--- src/rtl/core/dshot4_pkg.sv ---
// ----------------------------------------------------------------------------
// dshot4_pkg
// Shared types, constants and the frame builder for the four-motor DShot
// frame encoder.
// ----------------------------------------------------------------------------
package dshot4_pkg;

    // Block dimensions
    localparam int MOTOR_COUNT = 4;
    localparam int FRAME_SLOTS = 18;
    localparam int DATA_SLOTS  = 16;
    localparam int QUEUE_DEPTH = 2;
    localparam int QUEUE_PTR_W = (QUEUE_DEPTH > 1) ? $clog2(QUEUE_DEPTH) : 1;
    localparam int QUEUE_CNT_W = $clog2(QUEUE_DEPTH + 1);

    // Last motor that takes part in the telemetry round-robin
    localparam logic [1:0] TELEM_LAST = 2'((MOTOR_COUNT > 4 ? 4 : MOTOR_COUNT) - 1);

    // Register indexes
    localparam logic [1:0] CFG_ONE_BIT_DUTY  = 2'd0;
    localparam logic [1:0] CFG_ZERO_BIT_DUTY = 2'd1;

    localparam logic [15:0] ONE_BIT_DUTY_RST  = 16'd14;
    localparam logic [15:0] ZERO_BIT_DUTY_RST = 16'd7;

    // One frame request
    typedef struct packed {
        logic [10:0] throttle_motor_1;
        logic [10:0] throttle_motor_2;
        logic [10:0] throttle_motor_3;
        logic [10:0] throttle_motor_4;
        logic        telemetry_enable;
    } t_frame_req;

    // One slot result
    typedef struct packed {
        logic [4:0]  slot_index;
        logic [15:0] duty_motor_1;
        logic [15:0] duty_motor_2;
        logic [15:0] duty_motor_3;
        logic [15:0] duty_motor_4;
        logic        telem_read_valid;
        logic [1:0]  telem_read_motor;
        logic        telem_all_read;
        logic        last_slot;
    } t_slot_out;

    // Built frames plus read report, handed from front to back
    typedef struct packed {
        logic [3:0][15:0] frames;
        logic             rd_valid;
        logic [1:0]       rd_motor;
        logic             rd_all;
    } t_frame_job;

    // Queue status seen by front and back
    typedef struct packed {
        logic full;
        logic empty;
    } t_queue_status;

    // 11-bit value, telemetry bit, then XOR of the three nibbles
    function automatic logic [15:0] build_frame(logic [10:0] value, logic telem);
        logic [11:0] p;
        logic [3:0]  c;
        p = {value, telem};
        c = p[11:8] ^ p[7:4] ^ p[3:0];
        return {p, c};
    endfunction

endpackage

--- src/rtl/core/dshot_four_motor_frame_encoder_core.sv ---
// ----------------------------------------------------------------------------
// dshot_four_motor_frame_encoder_core
// Four-motor DShot frame encoder: frame requests in, compare-value slots out.
// ----------------------------------------------------------------------------
// Each accepted frame request yields 18 slot results, one per cycle while the
// output is not stalled; the sustained request rate is set by the slot
// sequencer, which emits one slot a cycle. A two-entry job queue sits between
// the request side and the sequencer, so up to two built frames can wait while
// slots are still going out, and when a job is waiting the first slot of the
// next frame follows the last slot of the previous one with no gap. Duty
// registers are written through the plain write port (index 0 one-bit duty,
// index 1 zero-bit duty); the user must write them only while idle, the block does not enforce it.
// ----------------------------------------------------------------------------
module dshot_four_motor_frame_encoder_core (
    input  logic                   i_clk,
    input  logic                   i_rst_n,
    input  logic                   i_valid,
    output logic                   o_stall,
    input  dshot4_pkg::t_frame_req i_req,
    output logic                   o_valid,
    input  logic                   i_stall,
    output dshot4_pkg::t_slot_out  o_slot,
    input  logic                   i_cfg_we,
    input  logic [1:0]             i_cfg_idx,
    input  logic [15:0]            i_cfg_data
);

    dshot4_pkg::t_frame_job    push_job;
    dshot4_pkg::t_frame_job    head_job;
    dshot4_pkg::t_queue_status q_status;
    logic                      push;
    logic                      pop;

    dshot4_front u_front (
        .i_clk      (i_clk),
        .i_rst_n    (i_rst_n),
        .i_valid    (i_valid),
        .o_stall    (o_stall),
        .i_req      (i_req),
        .i_q_status (q_status),
        .o_push     (push),
        .o_job      (push_job)
    );

    dshot4_queue u_queue (
        .i_clk    (i_clk),
        .i_rst_n  (i_rst_n),
        .i_push   (push),
        .i_job    (push_job),
        .i_pop    (pop),
        .o_head   (head_job),
        .o_status (q_status)
    );

    dshot4_back u_back (
        .i_clk      (i_clk),
        .i_rst_n    (i_rst_n),
        .i_cfg_we   (i_cfg_we),
        .i_cfg_idx  (i_cfg_idx),
        .i_cfg_data (i_cfg_data),
        .i_head     (head_job),
        .i_q_status (q_status),
        .o_pop      (pop),
        .o_valid    (o_valid),
        .i_stall    (i_stall),
        .o_slot     (o_slot)
    );

endmodule

--- src/rtl/core/dshot4_front.sv ---
// ----------------------------------------------------------------------------
// dshot4_front
// Accepts frame requests, runs the telemetry round-robin and builds the
// four DShot frames that go into the job queue.
// ----------------------------------------------------------------------------
module dshot4_front (
    input  logic                     i_clk,
    input  logic                     i_rst_n,
    input  logic                     i_valid,
    output logic                     o_stall,
    input  dshot4_pkg::t_frame_req   i_req,
    input  dshot4_pkg::t_queue_status i_q_status,
    output logic                     o_push,
    output dshot4_pkg::t_frame_job   o_job
);

    logic       r_divide_phase, n_divide_phase;
    logic [1:0] r_next_motor,   n_next_motor;
    logic       r_prev_valid,   n_prev_valid;
    logic [1:0] r_prev_motor,   n_prev_motor;

    logic        accept;
    logic [3:0]  telem_bits;
    logic [10:0] throttle [4];

    assign o_stall = i_q_status.full;
    assign accept  = i_valid && !i_q_status.full;
    assign o_push  = accept;

    assign throttle[0] = i_req.throttle_motor_1;
    assign throttle[1] = i_req.throttle_motor_2;
    assign throttle[2] = i_req.throttle_motor_3;
    assign throttle[3] = i_req.throttle_motor_4;

    // Telemetry round-robin: every second enabled request marks one motor,
    // then the frame build per motor
    always_comb begin
        n_divide_phase = r_divide_phase;
        n_next_motor   = r_next_motor;
        n_prev_valid   = r_prev_valid;
        n_prev_motor   = r_prev_motor;
        telem_bits     = 4'd0;
        o_job.rd_valid = 1'b0;
        o_job.rd_motor = 2'd0;
        o_job.rd_all   = 1'b0;
        if (i_req.telemetry_enable) begin
            if (r_divide_phase) begin
                telem_bits[r_next_motor] = 1'b1;
                if (r_prev_valid) begin
                    o_job.rd_valid = 1'b1;
                    o_job.rd_motor = r_prev_motor;
                    o_job.rd_all   = (r_prev_motor == dshot4_pkg::TELEM_LAST);
                end
                n_prev_motor   = r_next_motor;
                n_prev_valid   = 1'b1;
                n_next_motor   = (r_next_motor >= dshot4_pkg::TELEM_LAST) ? 2'd0
                                                                         : r_next_motor + 2'd1;
                n_divide_phase = 1'b0;
            end else begin
                n_divide_phase = 1'b1;
            end
        end
        for (int m = 0; m < 4; m++) begin
            o_job.frames[m] = dshot4_pkg::build_frame(throttle[m], telem_bits[m]);
        end
    end

    always_ff @(posedge i_clk) begin
        if (!i_rst_n) begin
            r_divide_phase <= 1'b0;
            r_next_motor   <= 2'd0;
            r_prev_valid   <= 1'b0;
            r_prev_motor   <= 2'd0;
        end else if (accept) begin
            r_divide_phase <= n_divide_phase;
            r_next_motor   <= n_next_motor;
            r_prev_valid   <= n_prev_valid;
            r_prev_motor   <= n_prev_motor;
        end
    end

endmodule

--- src/rtl/core/dshot4_queue.sv ---
// ----------------------------------------------------------------------------
// dshot4_queue
// Short job queue between the request front and the slot sequencer.
// ----------------------------------------------------------------------------
module dshot4_queue (
    input  logic                      i_clk,
    input  logic                      i_rst_n,
    input  logic                      i_push,
    input  dshot4_pkg::t_frame_job    i_job,
    input  logic                      i_pop,
    output dshot4_pkg::t_frame_job    o_head,
    output dshot4_pkg::t_queue_status o_status
);

    localparam int PW = dshot4_pkg::QUEUE_PTR_W;
    localparam int CW = dshot4_pkg::QUEUE_CNT_W;

    dshot4_pkg::t_frame_job r_entry [dshot4_pkg::QUEUE_DEPTH];

    logic [PW-1:0] r_wr_ptr, n_wr_ptr;
    logic [PW-1:0] r_rd_ptr, n_rd_ptr;
    logic [CW-1:0] r_count,  n_count;
    logic          do_push, do_pop;

    assign o_status.full  = (r_count == CW'(dshot4_pkg::QUEUE_DEPTH));
    assign o_status.empty = (r_count == '0);
    assign o_head         = r_entry[r_rd_ptr];

    assign do_push = i_push && !o_status.full;
    assign do_pop  = i_pop && !o_status.empty;

    // Pointer wrap and occupancy
    always_comb begin
        n_wr_ptr = r_wr_ptr;
        n_rd_ptr = r_rd_ptr;
        n_count  = r_count;
        if (do_push) begin
            n_wr_ptr = (r_wr_ptr == PW'(dshot4_pkg::QUEUE_DEPTH - 1)) ? '0 : r_wr_ptr + 1'b1;
        end
        if (do_pop) begin
            n_rd_ptr = (r_rd_ptr == PW'(dshot4_pkg::QUEUE_DEPTH - 1)) ? '0 : r_rd_ptr + 1'b1;
        end
        if (do_push && !do_pop) begin
            n_count = r_count + 1'b1;
        end else if (do_pop && !do_push) begin
            n_count = r_count - 1'b1;
        end
    end

    always_ff @(posedge i_clk) begin
        if (!i_rst_n) begin
            r_wr_ptr <= '0;
            r_rd_ptr <= '0;
            r_count  <= '0;
        end else begin
            r_wr_ptr <= n_wr_ptr;
            r_rd_ptr <= n_rd_ptr;
            r_count  <= n_count;
        end
    end

    // Entry storage, no reset
    always_ff @(posedge i_clk) begin
        if (do_push) begin
            r_entry[r_wr_ptr] <= i_job;
        end
    end

endmodule

--- src/rtl/core/dshot4_back.sv ---
// ----------------------------------------------------------------------------
// dshot4_back
// Slot sequencer: holds the duty registers, takes one job from the queue and
// emits one slot result per cycle while not stalled, MSB first, then the idle slots.
// ----------------------------------------------------------------------------
module dshot4_back (
    input  logic                      i_clk,
    input  logic                      i_rst_n,
    input  logic                      i_cfg_we,
    input  logic [1:0]                i_cfg_idx,
    input  logic [15:0]               i_cfg_data,
    input  dshot4_pkg::t_frame_job    i_head,
    input  dshot4_pkg::t_queue_status i_q_status,
    output logic                      o_pop,
    output logic                      o_valid,
    input  logic                      i_stall,
    output dshot4_pkg::t_slot_out     o_slot
);

    localparam logic [4:0] LAST_SLOT = 5'(dshot4_pkg::FRAME_SLOTS - 1);

    logic [15:0]            r_one_duty;
    logic [15:0]            r_zero_duty;
    logic                   r_busy, n_busy;
    logic [4:0]             r_slot, n_slot;
    dshot4_pkg::t_frame_job r_job;

    logic        out_done;
    logic        is_last;
    logic [3:0]  bit_pos;
    logic [15:0] duty [4];

    assign o_valid  = r_busy;
    assign out_done = r_busy && !i_stall;
    assign is_last  = (r_slot == LAST_SLOT);
    assign bit_pos  = ~r_slot[3:0];

    // Load a new job when idle or when the last slot leaves
    assign o_pop = !i_q_status.empty && (!r_busy || (out_done && is_last));

    always_comb begin
        n_busy = r_busy;
        n_slot = r_slot;
        if (o_pop) begin
            n_busy = 1'b1;
            n_slot = 5'd0;
        end else if (out_done) begin
            if (is_last) begin
                n_busy = 1'b0;
            end else begin
                n_slot = r_slot + 5'd1;
            end
        end
    end

    always_ff @(posedge i_clk) begin
        if (!i_rst_n) begin
            r_busy <= 1'b0;
            r_slot <= 5'd0;
        end else begin
            r_busy <= n_busy;
            r_slot <= n_slot;
        end
    end

    always_ff @(posedge i_clk) begin
        if (o_pop) begin
            r_job <= i_head;
        end
    end

    // Duty registers
    always_ff @(posedge i_clk) begin
        if (!i_rst_n) begin
            r_one_duty  <= dshot4_pkg::ONE_BIT_DUTY_RST;
            r_zero_duty <= dshot4_pkg::ZERO_BIT_DUTY_RST;
        end else if (i_cfg_we) begin
            case (i_cfg_idx)
                dshot4_pkg::CFG_ONE_BIT_DUTY:  r_one_duty  <= i_cfg_data;
                dshot4_pkg::CFG_ZERO_BIT_DUTY: r_zero_duty <= i_cfg_data;
                default: ;
            endcase
        end
    end

    // Per-motor compare value for the current slot
    always_comb begin
        for (int m = 0; m < 4; m++) begin
            duty[m] = 16'd0;
            if (m < dshot4_pkg::MOTOR_COUNT && r_slot < 5'(dshot4_pkg::DATA_SLOTS)) begin
                duty[m] = r_job.frames[m][bit_pos] ? r_one_duty : r_zero_duty;
            end
        end
    end

    // Result payload
    always_comb begin
        o_slot.slot_index       = r_slot;
        o_slot.duty_motor_1     = duty[0];
        o_slot.duty_motor_2     = duty[1];
        o_slot.duty_motor_3     = duty[2];
        o_slot.duty_motor_4     = duty[3];
        o_slot.telem_read_valid = (r_slot == 5'd0) && r_job.rd_valid;
        o_slot.telem_read_motor = (r_slot == 5'd0) ? r_job.rd_motor : 2'd0;
        o_slot.telem_all_read   = (r_slot == 5'd0) && r_job.rd_all;
        o_slot.last_slot        = is_last;
    end

endmodule
--- config.mk ---
export PLATFORM = sky130hd
export DESIGN_NAME = dshot_four_motor_frame_encoder_core
export DESIGN_NICKNAME = d
export VERILOG_FILES = /design/src/rtl/core/dshot4_pkg.sv /design/src/rtl/core/dshot_four_motor_frame_encoder_core.sv /design/src/rtl/core/dshot4_front.sv /design/src/rtl/core/dshot4_queue.sv /design/src/rtl/core/dshot4_back.sv
export SDC_FILE = /design/constraint.sdc
export NUM_CORES = 1
export LEC_CHECK = 0
export BUFFER_PORTS_ARGS = -buffer_cell sky130_fd_sc_hd__buf_2
export CORE_UTILIZATION = 52
export DETAILED_ROUTE_END_ITERATION = 8
export HOLD_SLACK_MARGIN = 0.03
export PLACE_DENSITY_LB_ADDON = 0.25
export SYNTH_ARGS = -nofsm -noshare
export SYNTH_HDL_FRONTEND = slang
export SYNTH_SLANG_ARGS = --single-unit
--- constraint.sdc ---
create_clock -name i_clk -period 4.8 [get_ports i_clk]
set_input_delay 1.44 -clock i_clk [delete_from_list [all_inputs] [get_ports i_clk]]
set_output_delay 1.44 -clock i_clk [all_outputs]
set_load 0.02 [all_outputs]
After elaboration in Yosys (flattened, before gate mapping)

Memories as Yosys holds them, arrays and structs flattened. A register that Yosys moved wholly into a read port is not among the register bits.
Cells that the tools add are included.

Logic and storage cells: 104
Bits in registers: 48
Bits in writable memories: 136
Memories kept: 1
Input port bits: 68
Output and inout bits: 76

Add/sub/neg operators: 6
Bitwise logic cells: 11
Eq/ne operators: 4
Magnitude comparators: 5
Muxes and demuxes: 35
Reduce and logical (&&, ||, !) cells: 31

Memories:

| name            | words | bits a word | rd ports | clocked after Yosys merged registers in | wr ports | RTL line           | text |
|---|---|---|---|---|---|---|---|
| u_queue.r_entry | 2     | 68          | 1        | 1                                       | 1        | dshot4_queue.sv:18 | `dshot4_pkg::t_frame_job r_entry [dshot4_pkg::QUEUE_DEPTH];` |

Operator list:

| kind                                                                  | number |
|---|---|
| 16-bit two-way mux                                                    | 8 |
| 4-bit bitwise XOR                                                     | 8 |
| 4-bit two-way mux                                                     | 5 |
| 1-bit binary-select mux with 4-bit select                             | 4 |
| 1-bit two-way mux                                                     | 13 |
| 1-bit logical AND                                                     | 11 |
| 2-bit AND reduction                                                   | 5 |
| 2-bit two-way mux                                                     | 4 |
| 1-bit logical NOT                                                     | 6 |
| 2-bit nonzero test                                                    | 3 |
| 5-bit by 1-bit adder with 5-bit output, second input constant         | 1 |
| 5-bit equality test, second input constant                            | 1 |
| 5-bit logical NOT                                                     | 1 |
| 4-bit by 5-bit < comparator with 1-bit output, second input constant  | 1 |
| 5-bit < comparator, second input constant                             | 1 |
| 2-bit by 1-bit adder with 2-bit output, second input constant         | 2 |
| 2-bit equality test, second input constant                            | 2 |
| 2-bit logical NOT                                                     | 2 |
| 4-bit NOT                                                             | 1 |
| 2-bit by 3-bit < comparator with 1-bit output, second input constant  | 1 |
| 3-bit AND reduction                                                   | 1 |
| 1-bit adder, second input constant                                    | 2 |
| 1-bit demux with 2-bit select                                         | 1 |
| 2-bit by 1-bit equality test with 1-bit output, second input constant | 1 |
| other kinds (6)                                                       | 7 |

Longest topological paths before layout

Gate-level depths: netlist of run 1.

Depth in word-level cells: 9
Mapped depth: 9

Hierarchy

Synthesis of run 1 repeated with hierarchy kept, for this count alone.

Cells, all modules: 769
Area total of the unflattened synthesis: 11327.1 sq um

By module, submodules not included:

| module       | sequential area each (sq um) | cells each | instances | area each (sq um) |
|---|---|---|---|---|
| dshot4_queue | 4184.0                       | 237        | 1         | 5217.5 |
| dshot4_back  | 2802.7                       | 416        | 1         | 5112.4 |
| dshot4_front | 120.1                        | 116        | 1         | 997.2 |

Least setup slack after synthesis of run 1

OpenSTA, ideal clock, no wires.

Kind: input -> register
Start point: input i_valid
End point: memory u_queue.r_entry[0][0] in the netlist's numbering (enable)
Required time: 4.306 ns
Path buffers: 0
Arrival: 4.369 ns
Setup slack: -0.063 ns
Cell stages on the path: 2
Cells stage by stage: nand2_1 nor2_1

Word-level cells in the longest chain between the ends: 4

RTL lines:

| what                                    | RTL line                                  | text |
|---|---|---|
| from (decl)                             | dshot_four_motor_frame_encoder_core.sv:17 | `input logic i_valid,` |
| 1-bit logical AND                       | dshot4_front.sv:27                        | `assign accept = i_valid && !i_q_status.full;` |
| 1-bit logical AND                       | dshot4_queue.sv:29                        | `assign do_push = i_push && !o_status.full;` |
| 1-bit two-way mux                       | dshot4_queue.sv:64                        | `if (do_push) begin` |
| 1-bit two-way mux (not written as such) | dshot4_queue.sv:65                        | `r_entry[r_wr_ptr] <= i_job;` |
| to (decl)                               | dshot4_queue.sv:18                        |  |

Every way passes these cells.

==> results.cfg, run 1 <==
[worst_setup_path]
worstSetupStartpointType = register
crit_type = reg2out
cp.required_ns = 3.36
worstRegToRegCells = 6
arrival_ns = 3.22
critPathMaxFanout = 16
cp-end-kind = primary output
r2r_slack_ns = 1.98

[cells_and_area]
final_cell_mix = 204 x edfxtp_1, 143 x buf_2, 76 x nor2_1
final_area_um2 = 12370
mostFrequentLayoutCell = edfxtp_1
fin_nets = 938
drive_gt1_frac = 0.2384
finalNonFillerCells = 1146
syn_to_final_growth_pct = 16.05
diodes = 0

[timing]
hold_slack_ns = 0.4518
setup_viol_count_final = 0
period_needed_ns = 4.661
hold_violations = 0
worst_slew_pin_slew_ns = 0.9488
fin_crit_sh = 0.9711
rsz0062_at_grt = no
setup_tns_ns = 0
skew_ns = 0.006804
slew_viol_final = 0
slew_headroom = 0.3674
clock.fmax_ghz = 0.2145

[global_routing]
first_global_vias = 6282
grt_overflow = 0
antenna_found_initial = 0
track_usage = 0.1979
grt_first_pass_wirelength_mm = 33.06
grt_max_degree = 69

[clocking]
cts_tree = yes
cts_setup_buffers = 0
clockBufferDepth = 3
htreeDepth = 1
cts_hold_buf = 0
clk_pin_slew_worst_paths_ns = 0.06
root_buffer = clkbuf_16
cts_resized = 0
cts_buffers = 25
cts_sinks = 252
clk_latency_ns = 0.52

[route]
drc_errors = 0
drt_iter0_drc = 306
drt-pass1-iter-count = 6
wire_per_inst_um = 17.86
viasPerCell = 5.352
ant_nets = 0
vias = 6133
routed_wl_mm = 20.47

[power_and_ir_drop]
power.total_mw = 6.439
pwr_density_cell_nw_per_um2 = 520.7
ir_drop_mv = 0.3282
leakage_nw = 4.809

[synth]
ys_top_cells_by_area = edfxtp_1 57%, dfxtp_1 9.0%, mux2_1 7.2%
syn_avg_cell_area_um2 = 14.78
yosys.area.top_type = edfxtp_1
synth_cells = 721
yosysSeqAreaShare = 0.6651
synth_area_um2 = 10660
ys_warn_count = 0
yosys.cell_types.count = 35
synth_top_area_frac = 0.5749
syn_nets = 797
ys_seq_elements = 252

[die]
die_area_um2 = 21070
dieWidth_um = 145.1
core-area_um2 = 19780
row_count = 51
fp.dieH_um = 145.1
ios = 144
start_util = 0.5386

[run]
drv_cap = 0

[placement]
dpl.hpwl_mm = 13.70
globalplace.congestion = 0.8830
post_dp_cell_area_um2 = 11580
dpl.cell_count = 1100
io_buffers = 143

[outcome]
status = finished, final reports clean

[worst_hold_path]
hp-class = reg2reg
min_path_cells = 2
where the power goes:
group,internal [mW],leakage (nW),switching (mW)
clock,1.08,0.381,0.760
combinational,0.574,2.12,0.864
sequential,2.98,2.31,0.177
flip-flops by register name (all words and copies together) (netlist names):
register	cells
u_back.o_valid	1
u_back.r_job	68
u_back.r_one_duty	16
u_back.r_slot	5
u_back.r_zero_duty	16
u_front.r_divide_phase	1
u_front.r_next_motor	2
u_front.r_prev_motor	2
u_front.r_prev_valid	1
u_queue.r_count	2
u_queue.r_entry	136
u_queue.r_rd_ptr	1
u_queue.r_wr_ptr	1
final cells by class:
type	instances	area [um^2]
clock buffer	39	719.4
sequential	252	7089
inverter	10	37.54
clock inverter	7	61.31
timing repair buffer	152	808.3
multi-input combinational	421	3318
tap	265	331.6
fill	1475	7416
cell families after synthesis:
group | Yosys count | synth area share
and+or+nand+nor | 179 | 0.07198
AOI/OAI and AO/OA | 39 | 0.01855
DFF | 252 | 0.6651
muxes | 155 | 0.1778
adders and majority gates | 8 | 0.009394
buffers and inverters | 48 | 0.02431
xor gates and xnor gates | 40 | 0.03288
per-layer routing:
metal / GRT usage / vias up / part of all wire
li1: - / 2907 / -
met1: 0.2555 / 2963 / 0.43
met2: 0.3409 / 232 / 0.48
met3: 0.03491 / 31 / 0.066
met4: 0.06053 / 0 / 0.023
met5: 0 / - / 0
synthesized netlist by cell type:
cell type and instances:
o21ai_0 1, buf_6 8, mux4_2 18, nand4bb_1 1
ha_1 8, xor2_1 7, xnor2_1 33, a21oi_1 33
and3_1 7, o21a_1 1, buf_8 1, nor2b_1 1
clkbuf_1 16, inv_1 8, buf_4 2, or3b_1 1
nor2_1 77, buf_1 11, or3_1 3, and2_1 7
nand2b_1 1, nor3b_1 1, nand3b_1 1, mux2i_1 67
nand3_1 8, inv_2 2, o21ai_1 4, nand2_1 66
and3b_1 1, edfxtp_1 204, nand4_1 3, dfxtp_1 48
nor4b_1 1, mux4_1 2, mux2_1 68
per-stage QoR:
step | worst slack, ns | util
detailed placement | 0.6477 | 0.5856
CTS | 0.09643 | 0.6251
global route | 0.01380 | 0.6251
global placement | 0.6797 | 0.5856
finish | 0.1387 | 0.6251
floorplan | 0.9597 | -
final timing paths:
path,start,end
setup / recovery,u_back.r_slot[3],o_slot[55]
setup reg to reg,u_back.r_slot[4],u_back.r_job[11]
hold / removal,u_front.r_prev_valid,u_front.r_prev_valid
hold reg to reg,u_front.r_prev_valid,u_front.r_prev_valid
worst max-delay path, cell delays in order, from the launching register on:
cell and delay, ns:
dfxtp_1 0.74, buf_4 0.30, mux4_2 0.30, mux4_2 0.76, mux2i_1 0.34, nor2_1 0.07
buf_2 0.18
Note: power is estimated with default switching activity, not from simulation.
==> run 2: changes to the inputs <==
Settings changed: CORE_UTILIZATION 52 to 55.
Clock period 4.8 ns to 5.6 ns, I/O delays scaled along.
==> results.cfg, run 2 (synthesized netlist as in run 1, its figures left out) <==
[worst_setup_path]
arrival_ns = 3.37
r2r_slack_ns = 2.24
r2r-start = u_back.r_slot[4]
critPathMaxFanout = 21
crit_type = reg2out
cp.required_ns = 3.92
r2r_end = u_back.r_job[25]
worstSetupStartpointType = register
crit_start = u_back.r_slot[3]
cp-end-kind = primary output
worstRegToRegCells = 5

[die]
fp.dieH_um = 141.2
start_util = 0.5658
die_area_um2 = 19930
dieWidth_um = 141.2
row_count = 50
ios = 144
core-area_um2 = 18830

[cells_and_area]
finalNonFillerCells = 1139
largest_reg_flops = 136
fin_nets = 936
mostFrequentLayoutCell = edfxtp_1
diodes = 0
final_cell_mix = 204 x edfxtp_1, 143 x buf_2, 76 x nor2_1
fin_util = 0.6567
largest_register = u_queue.r_entry
drive_gt1_frac = 0.2423
num-fill-cells = 1352
syn_to_final_growth_pct = 16.05
reg_top3 = u_queue.r_entry x136, u_back.r_job x68

[clocking]
clk_latency_ns = 0.52
cts_buffers = 25
htreeDepth = 1
clk_pin_slew_worst_paths_ns = 0.06
clockBufferDepth = 3
root_buffer = clkbuf_16
cts_setup_buffers = 0
cts_sinks = 252
cts_tree = yes
cts_hold_buf = 0
cts_resized = 0

[timing]
slew_headroom = 0.2548
period_needed_ns = 5.050
worst_slew_pin_slew_ns = 1.118
setup_viol_count_final = 0
worst_slack_ns = 0.5504
clock.fmax_ghz = 0.1980
slew_viol_final = 0
rsz0062_at_grt = no
hold_violations = 0
skew_ns = 0.02163
setup_tns_ns = 0
fin_crit_sh = 0.9017

[outcome]
status = finished, final reports clean

[global_routing]
grt_max_degree = 71
antenna_found_initial = 0
first_global_vias = 6260
grt_overflow = 0
track_usage = 0.2097
grt_first_pass_wirelength_mm = 32.35

[worst_hold_path]
hp-class = reg2reg
min-delay-start = u_front.r_prev_valid
whs_endpoint = u_front.r_prev_valid
min_path_cells = 2

[route]
wire_per_inst_um = 18.01
routed_wl_mm = 20.51
ant_nets = 0
viasPerCell = 5.363
vias = 6108
drc_errors = 0
drt-pass1-iter-count = 4
drt_iter0_drc = 316

[power_and_ir_drop]
leakage_nw = 4.814
power.total_mw = 5.601
pwr_density_cell_nw_per_um2 = 452.9
ir_drop_mv = 0.2882

[placement]
globalplace.congestion = 0.8765
dpl.hpwl_mm = 13.52
io_buffers = 143
pre_cts_slack_ns = 1.098
dpl.cell_count = 1093

[run]
drv_cap = 0
## run 2: cell types whose count changed in the layout (fill, tap and decap cells not counted), sizes merged
cell / previous run / this run
bufinv: 1 / 4
clkinvlp: 0 / 2
clkbuf: 39 / 27
buf: 152 / 150
clkinv: 5 / 12
## run 2: power by group
group          switching, mW  internal, mW  leakage, nW
combinational          0.777         0.485         2.10
clock                  0.668          1.00        0.405
sequential             0.116          2.56         2.31
total                   1.56          4.04         4.81
## run 2: through the flow
step	hold slack [ns]	area [um^2]
floorplan	0.4212	10660
global placement	0.4327	11540
detailed placement	0.4478	11540
CTS	0.4814	12370
finish	0.4846	12370
global route	0.4979	12370
## run 2: worst max-delay path: stages (launching register included)
cell and delay, ns:
dfxtp_1 1.01, mux4_2 0.43, mux4_2 0.77, mux2i_1 0.35, nor2_1 0.06, buf_2 0.20
## run 2: how the worst max path moves through the flow
stage,end,slack [ns],depth (start not counted)
after global placement,o_slot[54],1.14,5
final,o_slot[54],0.55,5
after detailed placement,o_slot[54],1.10,5
after CTS,o_slot[54],0.55,5
after global routing,o_slot[54],0.47,5
after floorplan,u_queue.r_entry[0][0],0.50,2
## run 2: cell type report
cell class,count,area (um^2),area share
tap,260,325.3,0.02631
timing repair buffer,150,768.2,0.06213
clock buffer,27,633.1,0.05120
inverter,10,37.54,0.003036
clock inverter,19,193.9,0.01568
multi-input combinational,421,3318,0.2683
sequential,252,7089,0.5733
## run 2: layer usage
metal	up-vias	global-route usage	wire length (um)
li1	2910	-	-
met1	2963	0.2674	8647
met2	206	0.3695	10270
met3	29	0.03159	1202
met4	0	0.06579	394
met5	-	0	0
